### src/fbfill_pkg.sv
// Shared package of the clipped rectangle fill framebuffer.
// Holds panel geometry, derived widths, the queued command type, the back-end
// state type and the pixel address function. Used by every module of the block but fbfill_ram.
package fbfill_pkg;

  localparam int PANEL_WIDTH  = 64;
  localparam int PANEL_HEIGHT = 32;
  localparam int PIXELS       = PANEL_WIDTH * PANEL_HEIGHT;

  localparam int COL_W  = (PANEL_WIDTH > 1) ? $clog2(PANEL_WIDTH) : 1;
  localparam int ROW_W  = (PANEL_HEIGHT > 1) ? $clog2(PANEL_HEIGHT) : 1;
  localparam int ADDR_W = (PIXELS > 1) ? $clog2(PIXELS) : 1;

  localparam int COORD_W = 16;
  localparam int COLOR_W = 16;
  localparam int IN_DATA_W = 4 * COORD_W + COLOR_W;

  localparam int QUEUE_DEPTH = 2;
  localparam int QPTR_W  = (QUEUE_DEPTH > 1) ? $clog2(QUEUE_DEPTH) : 1;
  localparam int QCNT_W  = $clog2(QUEUE_DEPTH + 1);

  localparam logic OP_FILL = 1'b0;
  localparam logic OP_READ = 1'b1;

  // One classified command as it waits between front and back.
  typedef struct packed {
    logic               is_read;
    logic               active;     // fill touches the panel, or read is on the panel
    logic [COL_W-1:0]   col_first;
    logic [COL_W-1:0]   col_last;
    logic [ROW_W-1:0]   row_first;
    logic [ROW_W-1:0]   row_last;
    logic [COLOR_W-1:0] color;
  } fb_cmd_t;

  typedef enum logic [1:0] {
    BK_CLEAR,
    BK_IDLE,
    BK_FILL,
    BK_READ
  } back_state_t;

  // Pixels are stored row by row.
  function automatic logic [ADDR_W-1:0] pix_addr(input logic [ROW_W-1:0] row,
                                                 input logic [COL_W-1:0] col);
    logic [ADDR_W-1:0] base;
    base = ADDR_W'(row) * ADDR_W'(PANEL_WIDTH);
    return base + ADDR_W'(col);
  endfunction

endpackage

### src/fbfill_front.sv
// Front end: takes input beats and clips each command against the panel.
// Depends on fbfill_pkg; its output feeds the command queue.
module fbfill_front (
  input  logic                                 s_tvalid,
  output logic                                 s_tready,
  input  logic [fbfill_pkg::IN_DATA_W-1:0]     s_tdata,
  input  logic                                 s_tuser,
  input  logic                                 queue_full,
  input  logic                                 clear_done,
  output logic                                 push,
  output fbfill_pkg::fb_cmd_t                  cmd
);
  import fbfill_pkg::*;

  localparam logic signed [COORD_W:0] W_EXT = (COORD_W + 1)'(PANEL_WIDTH);
  localparam logic signed [COORD_W:0] H_EXT = (COORD_W + 1)'(PANEL_HEIGHT);
  localparam logic signed [COORD_W:0] ONE_EXT = (COORD_W + 1)'(1);

  logic signed [COORD_W-1:0] x_pos, y_pos, rect_width, rect_height;
  logic signed [COORD_W:0]   x_ext, y_ext, x_end, y_end;
  logic                      col_hit, row_hit, x_on, y_on;

  assign x_pos       = s_tdata[COORD_W-1:0];
  assign y_pos       = s_tdata[2*COORD_W-1:COORD_W];
  assign rect_width  = s_tdata[3*COORD_W-1:2*COORD_W];
  assign rect_height = s_tdata[4*COORD_W-1:3*COORD_W];

  assign x_ext = {x_pos[COORD_W-1], x_pos};
  assign y_ext = {y_pos[COORD_W-1], y_pos};
  // One past the last column and row, at full width so nothing wraps.
  assign x_end = x_ext + {rect_width[COORD_W-1], rect_width};
  assign y_end = y_ext + {rect_height[COORD_W-1], rect_height};

  assign x_on = (x_ext >= 0) && (x_ext < W_EXT);
  assign y_on = (y_ext >= 0) && (y_ext < H_EXT);

  assign col_hit = (rect_width > 0) && (x_ext < W_EXT) && (x_end > 0);
  assign row_hit = (rect_height > 0) && (y_ext < H_EXT) && (y_end > 0);

  assign s_tready = !queue_full && clear_done;
  assign push     = s_tvalid && s_tready;

  always_comb begin
    cmd.is_read   = (s_tuser == OP_READ);
    cmd.active    = cmd.is_read ? (x_on && y_on) : (col_hit && row_hit);
    cmd.col_first = (x_ext < 0) ? '0 : x_pos[COL_W-1:0];
    cmd.row_first = (y_ext < 0) ? '0 : y_pos[ROW_W-1:0];
    cmd.col_last  = (x_end >= W_EXT) ? COL_W'(PANEL_WIDTH - 1)
                                     : COL_W'(x_end - ONE_EXT);
    cmd.row_last  = (y_end >= H_EXT) ? ROW_W'(PANEL_HEIGHT - 1)
                                     : ROW_W'(y_end - ONE_EXT);
    cmd.color     = s_tdata[IN_DATA_W-1:4*COORD_W];
  end

endmodule

### config.mk
export PLATFORM = sky130hd
export DESIGN_NAME = fbfill_front
export DESIGN_NICKNAME = d
export VERILOG_FILES = /design/src/fbfill_pkg.sv /design/src/fbfill_front.sv
export SDC_FILE = /design/constraint.sdc
export NUM_CORES = 1
export LEC_CHECK = 0
export BUFFER_PORTS_ARGS = -buffer_cell sky130_fd_sc_hd__buf_2
export CAP_MARGIN = 20
export CORE_MARGIN = 4
export CORE_UTILIZATION = 48
export DETAILED_ROUTE_END_ITERATION = 8
export GPL_TIMING_DRIVEN = 1
export PLACE_DENSITY = 0.85
export SLEW_MARGIN = 40
export SYNTH_ARGS = -nofsm -noshare
export SYNTH_HDL_FRONTEND = slang
export SYNTH_SLANG_ARGS = --single-unit
export TNS_END_PERCENT = 20
### constraint.sdc
create_clock -name vclk -period 5.8
set_input_delay 1.74 -clock vclk [all_inputs]
set_output_delay 1.74 -clock vclk [all_outputs]
set_load 0.01 [all_outputs]
======== Word level (Yosys, flattened, before mapping) ========
Index checks and enable logic that the tools add are counted.
storage, ports and cells
  flip-flop bits (word level) ............. 0
  input bits .............................. 84
  output and inout bits ................... 42
  logic and storage cells ................. 32
operators by class
  add/subtract/negate cells ............... 4
  $lt $le $gt $ge ......................... 12
  muxes and demuxes ....................... 5
  reduce and logical (&&, ||, !) cells .... 11
operators by type and width
  cell                                                                               number
  16-bit by 16-bit adder with 17-bit output                                          2
  17-bit by 1-bit greater-than comparator with 1-bit output (second input constant)  2
  16-bit by 1-bit >= comparator with 1-bit output (second input constant)            2
  16-bit by 1-bit greater-than comparator with 1-bit output (second input constant)  2
  16-bit by 1-bit less-than comparator with 1-bit output (second input constant)     2
  17-bit by 7-bit >= comparator with 1-bit output (second input constant)            1
  17-bit by 8-bit >= comparator with 1-bit output (second input constant)            1
  16-bit by 7-bit less-than comparator with 1-bit output (second input constant)     1
  16-bit by 8-bit less-than comparator with 1-bit output (second input constant)     1
  6-bit 2-to-1 mux                                                                   2
  1-bit logical AND                                                                  10
  5-bit 2-to-1 mux                                                                   2
  6-bit by 2-bit subtractor with 6-bit output (second input constant)                1
  5-bit by 2-bit subtractor with 5-bit output (second input constant)                1
  1-bit zero test                                                                    1
  1-bit 2-to-1 mux                                                                   1

======== Logic depth before layout (Yosys ltp) ========
Gate-level depths: netlist of the first run.
  depth after elaboration ................. 5
  depth in mapped cells ................... 11
  mapped depth without buffers ............ 11

======== Worst setup path after synthesis of the first run ========
Ideal clock, no wire load.
  kind .................................... input -> output
  start point ............................. input port s_tdata[0] (netlist name)
  end point ............................... output port cmd[28] (netlist name)
  arrival ................................. 3.846 ns
  required time ........................... 4.060 ns
  setup slack ............................. 0.214 ns
  stages .................................. 11
  buffers on the path ..................... 0
  cell sequence ........................... ha_1 inv_1 fa_1 and2b_1 o2111ai_1 a221oi_1 a311oi_1 nor4_1 nand3_1 o21ai_2 nand3_1
RTL lines
  element          RTL line            source
  start, declared  fbfill_front.sv:6   input logic [fbfill_pkg::IN_DATA_W-1:0] s_tdata,
  end, declared    fbfill_front.sv:11  output fbfill_pkg::fb_cmd_t cmd

==> results.yml, run 1 <==
hold_path:
  hold_path_class: "input pin to primary output"
synth:
  post-synth-top-area-cell: "ha_1"
  synth_warnings: 0
  syn-num-nets: 461
  synth_commonest_cells: "ha_1, a21oi_1, nand2_1"
  yosys.cell_count.top_type: "ha_1"
  ys_top_cells_by_area: "ha_1, a21oi_1, buf_4"
  synth-seq-area-share_pct: 0
  avgSynthCellArea_um2: 6.82
  netlist_area_um2: 2320
  netlist_instances: 341
  synth_top_area_share_pct: 18.3
  synth_cell_type_count: 58
power:
  power_density_nw_per_um2: 115
  ir_drop_mv: 0.0608
  p_leak_nw: 1.41
worst_setup_path:
  cp_num_buf_inv: 3
  cp_slowest_cell: "fa_2"
  path_cells: "buf_8 -> ha_4 -> inv_2 -> fa_2 -> and2b_2 -> o2111ai_4 -> a221oi_2 -> a311oi_1 -> nor4_1 -> nand3_1 -> o21ai_4 -> nand2_1 -> buf_2"
  worstPathRequired_ps: 4060
  slowest_delay_ps: 350
  critPathCaptureType: "primary output"
  crit_type: "input pin to primary output"
  crit_arrival_ps: 4090
  cp-start-kind: "input pin"
  cp_max_fo: 6
  path_delay_family: "simple AND/OR/NAND/NOR gates"
placement:
  dp_cells: 478
  dpl.hpwl_mm: 6.13
  place_congestion: 0.970
  place_ws_ps: -208
  port_buffers: 94
cells_and_area:
  ff_latch_area_um2: 0
  num-clock-buffers: 0
  seq_cells: 0
  fin_nets: 549
  fill_cells: 405
  antennaDiodeCount: 0
  layoutNonFillerInstCount: 481
  syn_to_final_growth_pct: 30.7
  drive_gt1_share_pct: 34.4
die:
  die-area_um2: 6020
  start_util_pct: 49.5
  core_area_um2: 4690
  ios: 126
  die_height_um: 77.6
  rows: 25
  die_width_um: 77.6
global_route:
  grt_max_degree: 11
  grt_pass1_vias: 2666
  grt_pass1_wl_mm: 11.4
  grt_use_total_pct: 21.8
  overflow: 0
  antenna_found_initial: 0
drt:
  drc: 0
  dr.pass1.iters: 4
  wl_mm: 7.56
  dr.first_iter.drc_count: 228
  vias: 2963
  ant_nets: 0
  avgViaCountPerCell: 6.16
  wire_per_inst_um: 15.7
timing:
  maxSlewViolCount: 0
  period_share_pct: 100
  fmax_mhz: 172
  fin_crit_ps: 5830
  setup_violations: 5
  fin_tns_setup_ps: -74.9
  worstMarginPinSlew_ps: 409
  whs_ps: 3480
  slew_headroom_pct: 72.4
  rsz0062_at_grt: "true"
  setup_slack_ps: -26.7
  finalHoldViolCount: 0
run:
  maxCapViolCount: 0
run_status:
  status: "finished with violations"
  violations: "negative setup slack"
-- placed cells by master, fill, tap and decap left out, types with 10 or more instances in the layout --
master	Yosys	final
o21ai_0	17	15
xor2_1	10	10
nand4_1	11	11
nor2_1	26	25
nand3_1	12	11
ha_1	34	28
nor2b_1	10	10
buf_2	4	90
nor4_1	12	11
buf_4	17	14
nand2_1	30	30
inv_1	19	17
xnor2_1	13	13
a21oi_1	33	31
a21o_1	10	10
-- per-layer routing --
layer / track usage (%) / wire (um) / vias up
li1: - / - / 1439
met1: 26.1 / 3040 / 1364
met2: 40.4 / 3840 / 133
met3: 2.78 / 468 / 27
met4: 5.69 / 219 / 0
met5: 0 / 0 / -
-- per-stage QoR --
step | utilization, % | cell area [um2] | power [mW]
6_report | 64.7 | 3040 | 0.349
5_1_grt | 64.7 | 3040 | 0.383
4_1_cts | 60.7 | 2850 | 0.317
3_5_place_dp | 59.6 | 2800 | 0.308
3_3_place_gp | 59.6 | 2800 | 0.302
2_1_floorplan | - | 2320 | 0.222
-- cell type report --
type	count	area [um2]	share of cell area, %
Tap cell	54	67.6	2.22
Multi-Input combinational cell	299	2280	75.0
Timing Repair Buffer	109	619	20.4
Inverter	19	71.3	2.35
-- path summary, 6_finish.rpt --
path                   startpoint  endpoint  slack, ps  cells after the start
worst max-delay path  s_tdata[32]   cmd[27]        -30                     13
worst min-delay path  s_tdata[77]   cmd[13]       3480                      0
-- what timing repair did --
item	in CTS	in global routing
hold buffers	0	0
endpoints found under the hold margin	0	0
cloned	0	0
buffers inserted	0	3
endpoints found under the setup margin	12	12
gates resized for setup	9	37
pin swaps	9	32
-- cell families after synthesis --
family / synth area share (%)
AND/OR/NAND/NOR: 29.9
multiplexers: 1.99
buffers and inverters: 9.74
XOR/XNOR: 8.67
AO/OA/AOI/OAI: 29.7
adder cells (fa/ha/maj): 20.0
-- power breakdown --
part           internal, mW  switching [mW]
sequential                0               0
clock                     0               0
combinational         0.155           0.193
total                 0.155           0.193
Note: power is estimated with default switching activity, not from simulation.
==> inputs of run 2 (changes only) <==
- ABC_AREA: default -> 1
- CORE_UTILIZATION: 48 -> 50
==> run 2 against run 1 <==
Against the previous run:
- the flow now finishes without violations
- combinational power barely moved
- worst hold slack unchanged
- utilization shrank 4.0 points
- clock-buffer cell count is the same
- first-iteration DRC count shrank 12%
- sequential cell count unchanged
- setup slack better by 260 ps
- critical endpoint is now cmd[38]
- highest routed layer unchanged
==> results.yml, run 2 <==
timing:
  fmax_mhz: 180
  setup_violations: 0
  maxSlewViolCount: 0
  finalHoldViolCount: 0
  slew_headroom_pct: 70.1
  fin_crit_ps: 5570
  worstMarginPinSlew_ps: 444
  period_share_pct: 96.0
  fin_tns_setup_ps: 0
  rsz0062_at_grt: "false"
global_route:
  met1_usage_pct: 27.3
  grt_pass1_vias: 3139
  antenna_found_initial: 0
  use_met2_pct: 44.4
  grt_max_degree: 10
  grt_use_total_pct: 22.8
  overflow: 0
  grt_pass1_wl_mm: 12.7
  grt.met3_usage_pct: 1.41
  grt_busiest_layer: "met2"
worst_setup_path:
  critPathCaptureType: "primary output"
  worstPathRequired_ps: 4060
  path_cells: "buf_2 -> ha_1 -> inv_1 -> fa_1 -> ha_1 -> inv_1 -> nor2_1 -> nand3_1 -> nor2_1 -> nand3_1 -> nor2_1 -> nand2_1 -> nand3_1 -> nand2_1 -> buf_2"
  path_delay_family: "adder cells"
  crit_type: "input pin to primary output"
  cp_max_fo: 3
  slowest_delay_ps: 540
  cp_slowest_cell: "fa_1"
  crit_arrival_ps: 3830
  cp_num_buf_inv: 4
  cp-start-kind: "input pin"
drt:
  vias: 3523
  ant_nets: 0
  drc: 0
  wl_mm: 8.14
  avgViaCountPerCell: 5.07
  wire_per_inst_um: 11.7
  dr.first_iter.drc_count: 200
  dr.pass1.iters: 5
die:
  die_width_um: 82.3
  rows: 26
  ios: 126
  die-area_um2: 6770
  start_util_pct: 52.6
  core_area_um2: 5240
  die_height_um: 82.3
synth:
  yosys.cell_count.top_type: "nand2_1"
  netlist_area_um2: 2760
  synth_commonest_cells: "nand2_1, inv_1, nor2_1"
  synth_top_area_share_pct: 26.8
  syn-num-nets: 669
  ys_top_cells_by_area: "nand2_1, ha_1, inv_1"
  post-synth-top-area-cell: "nand2_1"
  synth_cell_type_count: 27
  netlist_instances: 549
  synth-seq-area-share_pct: 0
  synth_warnings: 0
  avgSynthCellArea_um2: 5.02
cells_and_area:
  ff_latch_area_um2: 0
  fill_cells: 544
  syn_to_final_growth_pct: 15.5
  final_common_cell: "nand2_1"
  final_cell_mix: "nand2_1, inv_1, buf_2, nor2_1, nand3_1"
  drive_gt1_share_pct: 18.1
  fin_nets: 747
  num-clock-buffers: 0
  seq_cells: 0
  antennaDiodeCount: 0
cts:
  ctsResizeCount: 0
  cts_hold_buf: 0
  cts_setup_buffers: 0
run:
  maxCapViolCount: 0
placement:
  place_congestion: 0.910
  dpl.hpwl_mm: 7.25
  port_buffers: 94
power:
  finalPower_mw: 0.346
  ir_drop_mv: 0.0442
  power_density_nw_per_um2: 109
  p_leak_nw: 2.04
hold_path:
  min_from: "s_tdata[64]"
  hold_path_class: "input pin to primary output"
  min_path_cells: 0
  min_delay_worst_endpoint: "cmd[0]"
run_status:
  status: "complete, no violations"
run 2: cell count changes in the layout (fill, tap and decap cells not counted), moves of 9 or more:
cell and delta:
a21oi_1 -12, nor2_1 +42, nand2_1 +167, buf_4 -14, nand3_1 +30, a21o_1 -10
inv_1 +85, nor2b_1 -10, o21ai_0 -13, nand2_2 +9
run 2: kinds of logic (layout without fill, tap and decap cells):
group	Yosys count	count (layout)	share of synthesized area (%)
fa+ha+maj	36	36	16.9
buf+inv	120	196	18.7
xor+xnor	13	13	4.13
compound gates	27	27	5.49
simple gates	353	353	54.8
run 2: worst max-delay path by stage:
stage	from	end	slack (ps)	depth (start not counted)
4_1_cts	s_tdata[16]	cmd[19]	250	19
5_1_grt	s_tdata[48]	cmd[19]	30	19
6_report	s_tdata[0]	cmd[38]	230	15
2_1_floorplan	s_tdata[16]	cmd[16]	700	14
3_5_place_dp	s_tdata[16]	cmd[19]	260	19
3_3_place_gp	s_tdata[0]	cmd[38]	270	15
run 2: area by class of cell:
type	count	area, um2	area share [%]
inverter	102	383	12.0
multi-input combinational	429	2240	70.4
tap	70	87.6	2.75
timing repair buffer	94	470	14.8
run 2: stage by stage:
step                setup slack [ps]  utilization [%]  instances  hold slack, ps  instance area [um2]
floorplan                        705                -        549            3530                 2760
global placement                 275             60.8        695            3480                 3180
detailed placement               255             60.8        695            3480                 3180
CTS                              245             60.8        695            3480                 3180
global route                    30.0             60.8        695            3480                 3180
finish                           230             60.8        695            3480                 3180
run 2: layer usage:
metal / vias up / wire length [um]
li1: 1849 / -
met1: 1555 / 3460
met2: 111 / 4120
met3: 8 / 486
met4: 0 / 80
met5: - / 0
run 2: report_power, final:
part / total, mW / switching, mW / internal (mW)
combinational: 0.346 / 0.213 / 0.133
clock: 0 / 0 / 0
sequential: 0 / 0 / 0
total: 0.346 / 0.213 / 0.133
