File: config.mk
export PLATFORM = sky130hd
export DESIGN_NAME = fbfill_queue
export DESIGN_NICKNAME = d
export VERILOG_FILES = /design/src/fbfill_pkg.sv /design/src/fbfill_queue.sv
export SDC_FILE = /design/constraint.sdc
export NUM_CORES = 1
export LEC_CHECK = 0
export ABC_CLOCK_PERIOD_IN_PS = 6840
export BUFFER_PORTS_ARGS = -buffer_cell sky130_fd_sc_hd__buf_2
export CORE_UTILIZATION = 55
export DETAILED_ROUTE_END_ITERATION = 6
export GPL_TIMING_DRIVEN = 0
export PLACE_DENSITY_LB_ADDON = 0.15
export SLEW_MARGIN = 25
export SYNTH_ARGS = -nofsm -noshare
export SYNTH_HDL_FRONTEND = slang
export SYNTH_SLANG_ARGS = --single-unit
File: constraint.sdc
create_clock -name clk -period 6.84 [get_ports clk]
set_input_delay 0 -clock clk [delete_from_list [all_inputs] [get_ports clk]]
set_output_delay 0 -clock clk [all_outputs]
set_load 0.01 [all_outputs]
File: src/fbfill_pkg.sv
// Shared package of the clipped rectangle fill framebuffer.
// Holds panel geometry, derived widths, the queued command type, the back-end
// state type and the pixel address function. Used by every module of the block but fbfill_ram.
package fbfill_pkg;

  localparam int PANEL_WIDTH  = 64;
  localparam int PANEL_HEIGHT = 32;
  localparam int PIXELS       = PANEL_WIDTH * PANEL_HEIGHT;

  localparam int COL_W  = (PANEL_WIDTH > 1) ? $clog2(PANEL_WIDTH) : 1;
  localparam int ROW_W  = (PANEL_HEIGHT > 1) ? $clog2(PANEL_HEIGHT) : 1;
  localparam int ADDR_W = (PIXELS > 1) ? $clog2(PIXELS) : 1;

  localparam int COORD_W = 16;
  localparam int COLOR_W = 16;
  localparam int IN_DATA_W = 4 * COORD_W + COLOR_W;

  localparam int QUEUE_DEPTH = 2;
  localparam int QPTR_W  = (QUEUE_DEPTH > 1) ? $clog2(QUEUE_DEPTH) : 1;
  localparam int QCNT_W  = $clog2(QUEUE_DEPTH + 1);

  localparam logic OP_FILL = 1'b0;
  localparam logic OP_READ = 1'b1;

  // One classified command as it waits between front and back.
  typedef struct packed {
    logic               is_read;
    logic               active;     // fill touches the panel, or read is on the panel
    logic [COL_W-1:0]   col_first;
    logic [COL_W-1:0]   col_last;
    logic [ROW_W-1:0]   row_first;
    logic [ROW_W-1:0]   row_last;
    logic [COLOR_W-1:0] color;
  } fb_cmd_t;

  typedef enum logic [1:0] {
    BK_CLEAR,
    BK_IDLE,
    BK_FILL,
    BK_READ
  } back_state_t;

  // Pixels are stored row by row.
  function automatic logic [ADDR_W-1:0] pix_addr(input logic [ROW_W-1:0] row,
                                                 input logic [COL_W-1:0] col);
    logic [ADDR_W-1:0] base;
    base = ADDR_W'(row) * ADDR_W'(PANEL_WIDTH);
    return base + ADDR_W'(col);
  endfunction

endpackage

File: src/fbfill_queue.sv
// Short command queue between the front end and the back end.
// Depends on fbfill_pkg for the command type and its depth.
module fbfill_queue (
  input  logic                clk,
  input  logic                rst,
  input  logic                push,
  input  fbfill_pkg::fb_cmd_t push_cmd,
  input  logic                pop,
  output logic                full,
  output logic                not_empty,
  output fbfill_pkg::fb_cmd_t head
);
  import fbfill_pkg::*;

  fb_cmd_t            entry [QUEUE_DEPTH];
  logic [QPTR_W-1:0]  wr_ptr, rd_ptr;
  logic [QCNT_W-1:0]  count;

  assign full      = (count == QCNT_W'(QUEUE_DEPTH));
  assign not_empty = (count != '0);
  assign head      = entry[rd_ptr];

  always_ff @(posedge clk) begin
    if (rst) begin
      wr_ptr <= '0;
      rd_ptr <= '0;
      count  <= '0;
    end else begin
      if (push) begin
        wr_ptr <= (wr_ptr == QPTR_W'(QUEUE_DEPTH - 1)) ? '0 : wr_ptr + 1'b1;
      end
      if (pop) begin
        rd_ptr <= (rd_ptr == QPTR_W'(QUEUE_DEPTH - 1)) ? '0 : rd_ptr + 1'b1;
      end
      if (push && !pop) begin
        count <= count + 1'b1;
      end else if (pop && !push) begin
        count <= count - 1'b1;
      end
    end
  end

  always_ff @(posedge clk) begin
    if (push) begin
      entry[wr_ptr] <= push_cmd;
    end
  end

endmodule

### Yosys cells after proc, flatten, opt, wreduce, memory -nomap -nowiden

Memories as Yosys holds them, arrays and structs flattened. A register that Yosys moved wholly into a read port is not among the register bits.
Cells that the tools add are included.
W data, S select, Z words.

| storage, ports and cells | value |
|---|---|
| output and inout port bits | 42 |
| flip-flop bits (word level) | 4 |
| memories | 1 |
| memory bits (writable) | 80 |

Memories:

| memory | depth | width | rd ports | clocked after Yosys merged registers in | wr ports | line | source |
|---|---|---|---|---|---|---|---|
| entry | 2 | 40 | 1 | 1 | 1 | fbfill_queue.sv:15 | `fb_cmd_t entry [QUEUE_DEPTH];` |

| cells by class | value |
|---|---|
| mux-type cells | 8 |
| $add $sub $neg | 4 |
| eq/ne operators | 1 |
| reductions and logical operators | 6 |

Operators with widths:

| cell | number |
|---|---|
| $mux W1 | 6 |
| $mux W2 | 2 |
| $reduce_bool A2 Y1 | 2 |
| $add A1 B1 Y1 const B | 2 |
| $add A2 B1 Y2 const B | 1 |
| $eq A2 B2 Y1 const B | 1 |
| $logic_and A1 B1 Y1 | 2 |
| $logic_not A1 Y1 | 2 |
| $sub A2 B1 Y2 const B | 1 |

### Depth between registers and ports, before layout

Gate-level depths: netlist of run 1.

| logic depth | value |
|---|---|
| word-level depth | 4 |
| depth in mapped cells | 5 |
| gate-level depth less buffers | 5 |

### Worst setup path after synthesis of run 1

No wires, ideal clock.

| timing | value |
|---|---|
| path type | flip-flop to flip-flop |
| start point | register wr_ptr |
| end point | memory entry[0][0] in the netlist's numbering (enable) |
| required time | 6398 ps |
| path buffers | 0 |
| cell stages (with the launch flop) | 2 |
| clock period less this slack | 2561 ps |
| arrival time | 2119 ps |
| path slack | 4279 ps |
| cells stage by stage | dfxtp_1 -> nor2b_1 |

RTL lines:

| what | line | source |
|---|---|---|
| start, declared | fbfill_queue.sv:16 | `logic [QPTR_W-1:0] wr_ptr, rd_ptr;` |
| start signal, assigned | fbfill_queue.sv:30 | `wr_ptr <= (wr_ptr == QPTR_W'(QUEUE_DEPTH - 1)) ? '0 : wr_ptr + 1'b1;` |
| end, declared | fbfill_queue.sv:15 |  |

Straight into the memory's write port.

==> reports/results.ini, run 1 <==
[clocking]
cts_buffers = 9
worst_skew_pair.late_latency_ns = 0.33
cts.clk_slew.worst_paths_ns = 0.08
post_cts_resized = 0
cts_tree = yes
post_cts_buffers = 0
htreeDepth = 3
clock-root-buffer = clkbuf_8
cts_hold_buf = 44
cts_sinks = 85
cts_buffer_depth = 2

[logic_synthesis]
netlist_instances = 146
yosysSeqAreaShare_pct = 81.2
synth_compound_area_share_pct = 0.325
syn_area_mm2 = 0.00308
synth_xor_area_share_pct = 1.14
synth_seq_cells = 85
synthAdderAreaFrac_pct = 0.406
yosysUniqueCellTypes = 16
synth_top_family_by_area = multiplexers
synth_nets = 191
yosysWarnings = 0
muxShareOfSynthArea_pct = 14.6
postSynthAreaPerCell_um2 = 21.1
synth-simple-area-share_pct = 1.58

[global_route]
grt_start_max_net_pins = 22
grt_pass1_wl_um = 8580
grtUsageTotal_pct = 19.9
antenna_found_initial = 0
grt_pass1_vias = 1845
gr-total-overflow = 0

[timing]
fin_setup_tns_ns = 0
fmax_ghz = 0.665
hold_viol = 0
fin_worst_skew_ns = 0.00712
drv_slew = 0
min_period_ns = 1.50
finalCritPeriodShare_pct = 22.0
rsz0062_at_grt = false
setup_violations = 0
relSlewSlack_pct = 57.0
worst_slew_pin_slew_ns = 0.643
timing.hold.ws_ns = 0.388

[placed_design]
placed_area_mm2 = 0.00366
hpwl_um = 3100
place_congestion = 0.692
port_buffers = 85

[floorplan]
rows = 26
die_height_um = 76.9
num_io_pins = 86
dieArea_mm2 = 0.00591
die_w_um = 76.9
core_region_area_mm2 = 0.00524
start_util_pct = 58.9

[layout]
seqCellArea_mm2 = 0.00250
multi_input_area_um2 = 566
fillers = 296
final_cell_mix = buf_2 (89), edfxtp_1 (80), dlygate4sd3_1 (44), mux2_2 (40), clkbuf_8 (9)
nets = 333
final_area_mm2 = 0.00428
drive_gt1_share_pct = 51.4
area_growth_pct = 38.8
layout_commonest_cell = buf_2
diodes = 0

[worst_setup_path]
reg2reg_from = wr_ptr
crit_path_start_kind = register
setup.worst_path.end_class = primary output
crit_required_ns = 6.84
path_max_fanout = 10
arrival_ns = 1.50
reg2reg_slack_ns = 5.35
critPathKind = reg2out
rr_worst_depth = 2
timing.rr.end = entry[1][4]

[worst_hold_path]
min_from = push_cmd[10]
hold_end = entry[0][10]
hp-class = in2reg
min_path_cells = 2

[detailed_routing]
firstDrtPassIters = 6
routed_wl_um = 5400
drc = 0
routedWlPerCell_um = 14.9
final_antenna_net_count = 0
routed_via_density = 4.87
vias = 1764
drt_iter0_markers = 110

[pwr]
power_w = 0.00109
p_leak_nw = 1.67
power-per-cell-area_mw_per_mm2 = 255
ir_drop_mv = 0.187

[job]
cap_violations = 0

[outcome]
status = finished, final reports clean

synth_stat cells:
library cell   n  share of area (%)
nor2_1         4               0.49
edfxtp_1      80                 78
and2b_2        1               0.28
xor2_1         2               0.57
dfxtp_1        5                3.2
mux2_2        40                 15
xnor2_1        2               0.57
nor2b_1        1               0.20
o21ai_0        1               0.16
buf_2          4               0.65
ha_1           1               0.41
and2_1         1               0.20
or2_2          1               0.20
or3_1          1               0.20
inv_1          1               0.12
a21oi_1        1               0.16
kinds of logic (layout without fill, tap and decap cells):
| kind of cell | count (synthesis) | count (layout) |
|---|---|---|
| adder cells (fa/ha/maj) | 1 | 1 |
| XOR/XNOR | 4 | 4 |
| flip-flops | 85 | 85 |
| AND/OR/NAND/NOR | 9 | 9 |
| buffers and inverters | 5 | 151 |
| AO/OA/AOI/OAI | 2 | 2 |
| multiplexers | 40 | 40 |
metal layers:
layer,track usage [%],vias up,routed length (um)
li1,-,850,-
met1,21.0,836,2070
met2,36.3,67,2950
met3,4.64,11,263
met4,11.0,0,104
met5,0,-,0
state kept, by name, summed over array words and instances, names as in the netlist, named ones only:
register / cells
count: 2
entry: 80
rd_ptr: 1
wr_ptr: 1
where the power goes:
| group | switching (W) | leakage (nW) | internal (W) | total [W] |
|---|---|---|---|---|
| Sequential | 0.00000897 | 0.792 | 0.000605 | 0.000614 |
| Clock | 0.000161 | 0.0984 | 0.000164 | 0.000324 |
| Combinational | 0.0000693 | 0.775 | 0.0000817 | 0.000151 |
critical path: stages (launching register included):
cell	delay, ns
dfxtp_1	0.38
buf_2	0.27
mux2_2	0.38
buf_2	0.14
worst max-delay path by stage:
stage	from	to	slack (ns)	cells past startpoint
CTS	register	head[2]	5.31	3
global placement	wr_ptr	entry[0][39]	3.31	1
finish	register	head[25]	5.34	3
global route	register	head[36]	5.24	3
floorplan	wr_ptr	entry[0][0]	4.28	1
detailed placement	wr_ptr	entry[1][31]	5.34	2
through the flow:
step           setup WS (ns)  utilization [%]  std cells
4_1_cts                 5.31             81.7        362
5_1_grt                 5.24             81.7        362
2_1_floorplan           4.28                -        146
3_5_place_dp            5.34             69.9        303
3_3_place_gp            3.31             68.7        301
6_report                5.34             81.7        362
area by class of cell:
cell class,count,area share (%)
buffer,4,0.468
clock buffer,9,2.89
clock inverter,6,1.29
inverter,1,0.0877
multi-input combinational,56,13.2
sequential,85,58.5
tap,70,2.05
timing repair buffer,131,21.5
Note: power is estimated with default switching activity, not from simulation.
==> run 2, diff against run 1 <==
Settings changed: ABC_CLOCK_PERIOD_IN_PS 6840 to 1500, CORE_UTILIZATION 55 to 51.
Clock period 6.84 ns to 1.5 ns, I/O delays scaled along.
==> reports/results.ini, run 2 (synthesis results as in run 1) <==
[timing]
setup_violations = 0  ; unchanged
rsz0062_at_grt = true
drv_slew = 0  ; unchanged
relSlewSlack_pct = 61.4  ; +4.4 points
fin_worst_skew_ns = 0.00767  ; +0.000549 ns
finalCritPeriodShare_pct = 96.2
min_period_ns = 1.44
worst_slew_pin_slew_ns = 0.576  ; -0.0672 ns
fmax_ghz = 0.693
fin_setup_tns_ns = 0  ; unchanged
setup_ws_ns = 0.0563  ; -5.28 ns
hold_viol = 0  ; unchanged

[worst_setup_path]
timing.rr.end = entry[1][39]
crit_required_ns = 1.50  ; -5.34 ns
reg2reg_slack_ns = 0.09  ; -5.26 ns
setup.worst_path.end_class = primary output
crit_path_start_kind = register
rr_worst_depth = 1  ; -1
arrival_ns = 1.44  ; -0.06 ns
reg2reg_from = wr_ptr
critPathKind = reg2out
path_max_fanout = 10  ; unchanged
critical_path.endpoint = head[35]

[placed_design]
dp_slack_ns = -0.147  ; -5.49 ns
hpwl_um = 3220  ; +3.8%
port_buffers = 85  ; unchanged
place_congestion = 0.632  ; -8.6%

[clocking]
cts_tree = yes
cts_sinks = 85  ; unchanged
worst_skew_pair.late_latency_ns = 0.34  ; about the same
clock-root-buffer = clkbuf_8
cts.clk_slew.worst_paths_ns = 0.08  ; about the same
cts_buffers = 9  ; unchanged
post_cts_buffers = 0  ; unchanged
cts_buffer_depth = 2  ; unchanged
htreeDepth = 3  ; unchanged

[layout]
area_growth_pct = 38.5
layout_commonest_cell = buf_2
nets = 332  ; -0.30%
diodes = 0  ; unchanged
final_cell_mix = buf_2 (85), edfxtp_1 (80), dlygate4sd3_1 (43), mux2_2 (40), clkbuf_8 (10)
postLayoutCoreUtil_pct = 75.2  ; -6.5 points
regMostFlops = entry
largest_reg_flops = 80  ; unchanged
drive_gt1_share_pct = 50.5  ; -0.85 points
reg_top3 = entry (80), count (2)

[global_route]
grt_pass1_vias = 1823  ; -1.2%
grt_pass1_wl_um = 8220  ; -4.2%
gr-total-overflow = 0  ; unchanged
antenna_found_initial = 0  ; unchanged
grt_start_max_net_pins = 41  ; +86%
grtUsageTotal_pct = 18.2  ; -1.7 points

[pwr]
seqPwrFrac_pct = 56.0  ; -0.4 points
switching_share_pct = 21.4  ; -0.52 points
ir_drop_mv = 0.781  ; +320%
p_leak_nw = 1.65  ; -0.98%
p_switching_w = 0.00107  ; +350%
p_comb_share_pct = 13.7  ; -0.2 points
power-per-cell-area_mw_per_mm2 = 1170  ; +360%
clockPowerShare_pct = 30.3  ; +0.5 points
p_int_w = 0.00394  ; +360%
power_w = 0.00501  ; +360%

[detailed_routing]
routed_via_density = 4.93  ; +1.1%
routedWlPerCell_um = 15.3  ; +2.4%
drc = 0  ; unchanged
final_antenna_net_count = 0  ; unchanged
routed_wl_um = 5540  ; +2.7%
drt_iter0_markers = 107  ; -2.7%
firstDrtPassIters = 4  ; -2
vias = 1788  ; +1.4%

[floorplan]
die_w_um = 79.8  ; +3.7%
rows = 27  ; +3.8%
num_io_pins = 86  ; unchanged
dieArea_mm2 = 0.00636  ; +7.6%
start_util_pct = 54.3  ; -4.5 points
die_height_um = 79.8  ; +3.7%
core_region_area_mm2 = 0.00568  ; +8.4%

[worst_hold_path]
min_path_cells = 2  ; unchanged
hp-class = in2reg

[job]
cap_violations = 0  ; unchanged

[outcome]
status = finished, final reports clean

==> run 2: cell types whose count changed in the layout (fill, tap and decap cells not counted), sizes merged <==
cell / change
buf: -1
clkbuf: +4
clkinv: -4
dlygate4sd3: -1
nor2b: +1
==> run 2: power by group through the flow <==
| stage | Sequential [W] | Clock, W | Combinational (W) |
|---|---|---|---|
| after global placement | 0.00285 | 0 | 0.000564 |
| after CTS | 0.00280 | 0.00155 | 0.000684 |
| after detailed placement | 0.00286 | 0 | 0.000590 |
| after floorplan | 0.00284 | 0 | 0.000339 |
| after global routing | 0.00282 | 0.00162 | 0.000745 |
| final | 0.00280 | 0.00152 | 0.000686 |
==> run 2: how the worst min path moves through the flow <==
stage,startpoint,endpoint,slack (ns)
after global routing,push_cmd[16],entry[1][16],0.37
final,push_cmd[16],entry[0][16],0.38
after CTS,push_cmd[12],entry[1][12],0.37
after floorplan,rst,count[1],0.07
after detailed placement,push_cmd[5],entry[0][5],0.19
after global placement,push_cmd[39],entry[1][39],0.19
==> run 2: through the flow <==
stage	hold WS [ns]	instance area [um2]	cells
after floorplan	0.0691	3090	146
after global placement	0.187	3610	303
after detailed placement	0.191	3630	304
after CTS	0.368	4260	362
after global routing	0.369	4270	363
final	0.380	4270	363
==> run 2: layout make-up <==
type	count	area, um2
plain buffers	4	30.0
clock buffers	13	149
clock inverters	2	35.0
fillers	356	1410
inverters	1	3.75
multi-input cells	57	576
flip-flops and latches	85	2500
well taps	72	90.1
repair buffers	129	883
==> run 2: what timing repair did <==
action                                 CTS  global route
setup endpoints to repair               80            61
hold buffers                            43             0
cloned                                   0             1
gates resized for setup                  3             4
pin swaps                                0             0
endpoints found under the hold margin   85             0
==> run 2: critical path, cell delays in order (launching register included) <==
cell and delay, ns:
dfxtp_1 0.39, buf_4 0.22, mux2_2 0.36, buf_2 0.14
==> run 2: per-layer routing <==
metal	wire length (um)	GRT usage, %	up-vias
met1	2190	19.0	864
met3	312	4.46	7
met4	74	9.11	0
met5	0	0	-
li1	-	-	850
met2	2960	33.7	67
==> run 3, diff against run 2 <==
Settings changed: CTS_BUF_LIST from default to sky130_fd_sc_hd__clkbuf_16.
==> reports/results.ini, run 3 (synthesis results as in run 1) <==
[global_route]
gr-total-overflow = 0  ; unchanged
grt_pass1_wl_um = 8350  ; +1.6%
grtUsageTotal_pct = 18.5  ; +0.36 points
grt_start_max_net_pins = 41  ; unchanged
antenna_found_initial = 0  ; unchanged
grt_pass1_vias = 1856  ; +1.8%

[detailed_routing]
vias = 1763  ; -1.4%
drc = 0  ; unchanged
routed_wl_um = 5550  ; +0.23%
drt_iter0_markers = 78  ; -27%
routed_via_density = 4.86  ; -1.4%
routedWlPerCell_um = 15.3  ; +0.23%
firstDrtPassIters = 4  ; unchanged
final_antenna_net_count = 0  ; unchanged

[pwr]
ir_drop_mv = 0.827  ; +5.8%
p_switching_w = 0.00114  ; +6.3%
p_comb_share_pct = 12.4  ; -1.3 points
seqPwrFrac_pct = 50.8  ; -5.2 points
clockPowerShare_pct = 36.7  ; +6.4 points
power-per-cell-area_mw_per_mm2 = 1270  ; +8.1%
power_w = 0.00553  ; +10%
p_leak_nw = 1.70  ; +3.3%
switching_share_pct = 20.6  ; -0.78 points
p_int_w = 0.00439  ; +11%

[floorplan]
num_io_pins = 86  ; unchanged
core_region_area_mm2 = 0.00568  ; unchanged
start_util_pct = 54.3  ; unchanged
rows = 27  ; unchanged
die_w_um = 79.8  ; unchanged
dieArea_mm2 = 0.00636  ; unchanged
die_height_um = 79.8  ; unchanged

[timing]
hold_viol = 0  ; unchanged
timing.hold.ws_ns = 0.195  ; -0.185 ns
rsz0062_at_grt = true
fmax_ghz = 0.701  ; +1.2%
min_period_ns = 1.43  ; -0.0171 ns
finalCritPeriodShare_pct = 95.1  ; -1.1 points
setup_violations = 0  ; unchanged
worst_slew_pin_slew_ns = 0.545  ; -0.0311 ns
relSlewSlack_pct = 63.7  ; +2.2 points
fin_worst_skew_ns = 0.00618  ; -0.00149 ns
drv_slew = 0  ; unchanged

[layout]
diodes = 0  ; unchanged
final_cell_mix = buf_2 (85), edfxtp_1 (80), dlygate4sd3_1 (43), mux2_2 (40), clkbuf_16 (9)
reg_top3 = entry (80), count (2)
regMostFlops = entry
area_growth_pct = 41.4
postLayoutCoreUtil_pct = 76.8  ; +1.6 points
largest_reg_flops = 80  ; unchanged
fillers = 345  ; -3.1%
nets = 332  ; unchanged
layout_commonest_cell = buf_2
multi_input_area_um2 = 576  ; unchanged
drive_gt1_share_pct = 50.2  ; -0.34 points
fin_cells = 363  ; unchanged
final_area_mm2 = 0.00436  ; +2.1%
seqCellArea_mm2 = 0.00250  ; unchanged

[outcome]
status = finished, final reports clean

[clocking]
cts_buffer_depth = 2  ; unchanged
cts_sinks = 85  ; unchanged
clock-root-buffer = clkbuf_16
cts_buffers = 9  ; unchanged
post_cts_buffers = 0  ; unchanged
cts_tree = yes
cts.clk_slew.worst_paths_ns = 0.06  ; -0.02 ns
worst_skew_pair.late_latency_ns = 0.32  ; -0.02 ns
htreeDepth = 3  ; unchanged

[placed_design]
placed_area_mm2 = 0.00363  ; unchanged
dp_cells = 304  ; unchanged
port_buffers = 85  ; unchanged
place_congestion = 0.632  ; unchanged
hpwl_um = 3220  ; unchanged

[worst_setup_path]
critPathKind = reg2out
setup.worst_path.end_class = primary output
arrival_ns = 1.43  ; about the same
path_max_fanout = 10  ; unchanged
crit_required_ns = 1.50  ; about the same
crit_path_start_kind = register

[worst_hold_path]
hp-class = in2reg

[job]
cap_violations = 0  ; unchanged

[run 3: critical path, stage by stage, from the launching register on]
cell,delay [ns]
dfxtp_1,0.39
buf_4,0.22
mux2_2,0.35
buf_2,0.14
[run 3: routing by layer]
| layer | global-route usage (%) | routed length [um] | vias up | share of wire [%] |
|---|---|---|---|---|
| met1 | 19.1 | 2140 | 842 | 39 |
| met2 | 33.8 | 2980 | 62 | 54 |
| met4 | 9.11 | 90 | 0 | 1.6 |
| met5 | 0 | 0 | - | 0 |
| met3 | 5.71 | 334 | 9 | 6.0 |
| li1 | - | - | 850 | - |
[run 3: power by group through the flow]
stage / Sequential [W] / Combinational [W] / Clock (W)
floorplan: 0.00284 / 0.000339 / 0
finish: 0.00281 / 0.000687 / 0.00203
global route: 0.00282 / 0.000747 / 0.00215
CTS: 0.00281 / 0.000686 / 0.00206
global placement: 0.00285 / 0.000564 / 0
detailed placement: 0.00286 / 0.000590 / 0
[run 3: final timing paths]
| path | start | end | slack, ns | depth (start not counted) |
|---|---|---|---|---|
| hold / removal | push | entry[0][26] | 0.20 | 2 |
| setup reg to reg | wr_ptr | entry[1][19] | 0.11 | 1 |
| setup / recovery | register | head[11] | 0.07 | 3 |
| hold reg to reg | count[1] | count[1] | 0.51 | 2 |
[run 3: repair_timing]
| action | 4_1_cts | 5_1_grt |
|---|---|---|
| pin swaps | 0 | 0 |
| endpoints found under the hold margin | 85 | 0 |
| hold buffers | 43 | 0 |
| gates resized for setup | 2 | 6 |
| setup endpoints to repair | 58 | 57 |
| cloned | 0 | 1 |
[run 3: area by class of cell]
type,instances,share of cell area [%]
repair buffers,129,20.3
well taps,72,2.07
inverters,1,0.0861
clock inverters,6,1.15
clock buffers,9,5.16
flip-flops and latches,85,57.4
multi-input cells,57,13.2
plain buffers,4,0.689
[run 3: stage by stage]
stage / TNS, ns / worst slack (ns)
global route: -0.381 / -0.0272
detailed placement: -5.84 / -0.147
CTS: -0.0983 / -0.0144
finish: 0 / 0.0734
global placement: -11.66 / -0.169
floorplan: 0 / 0.130
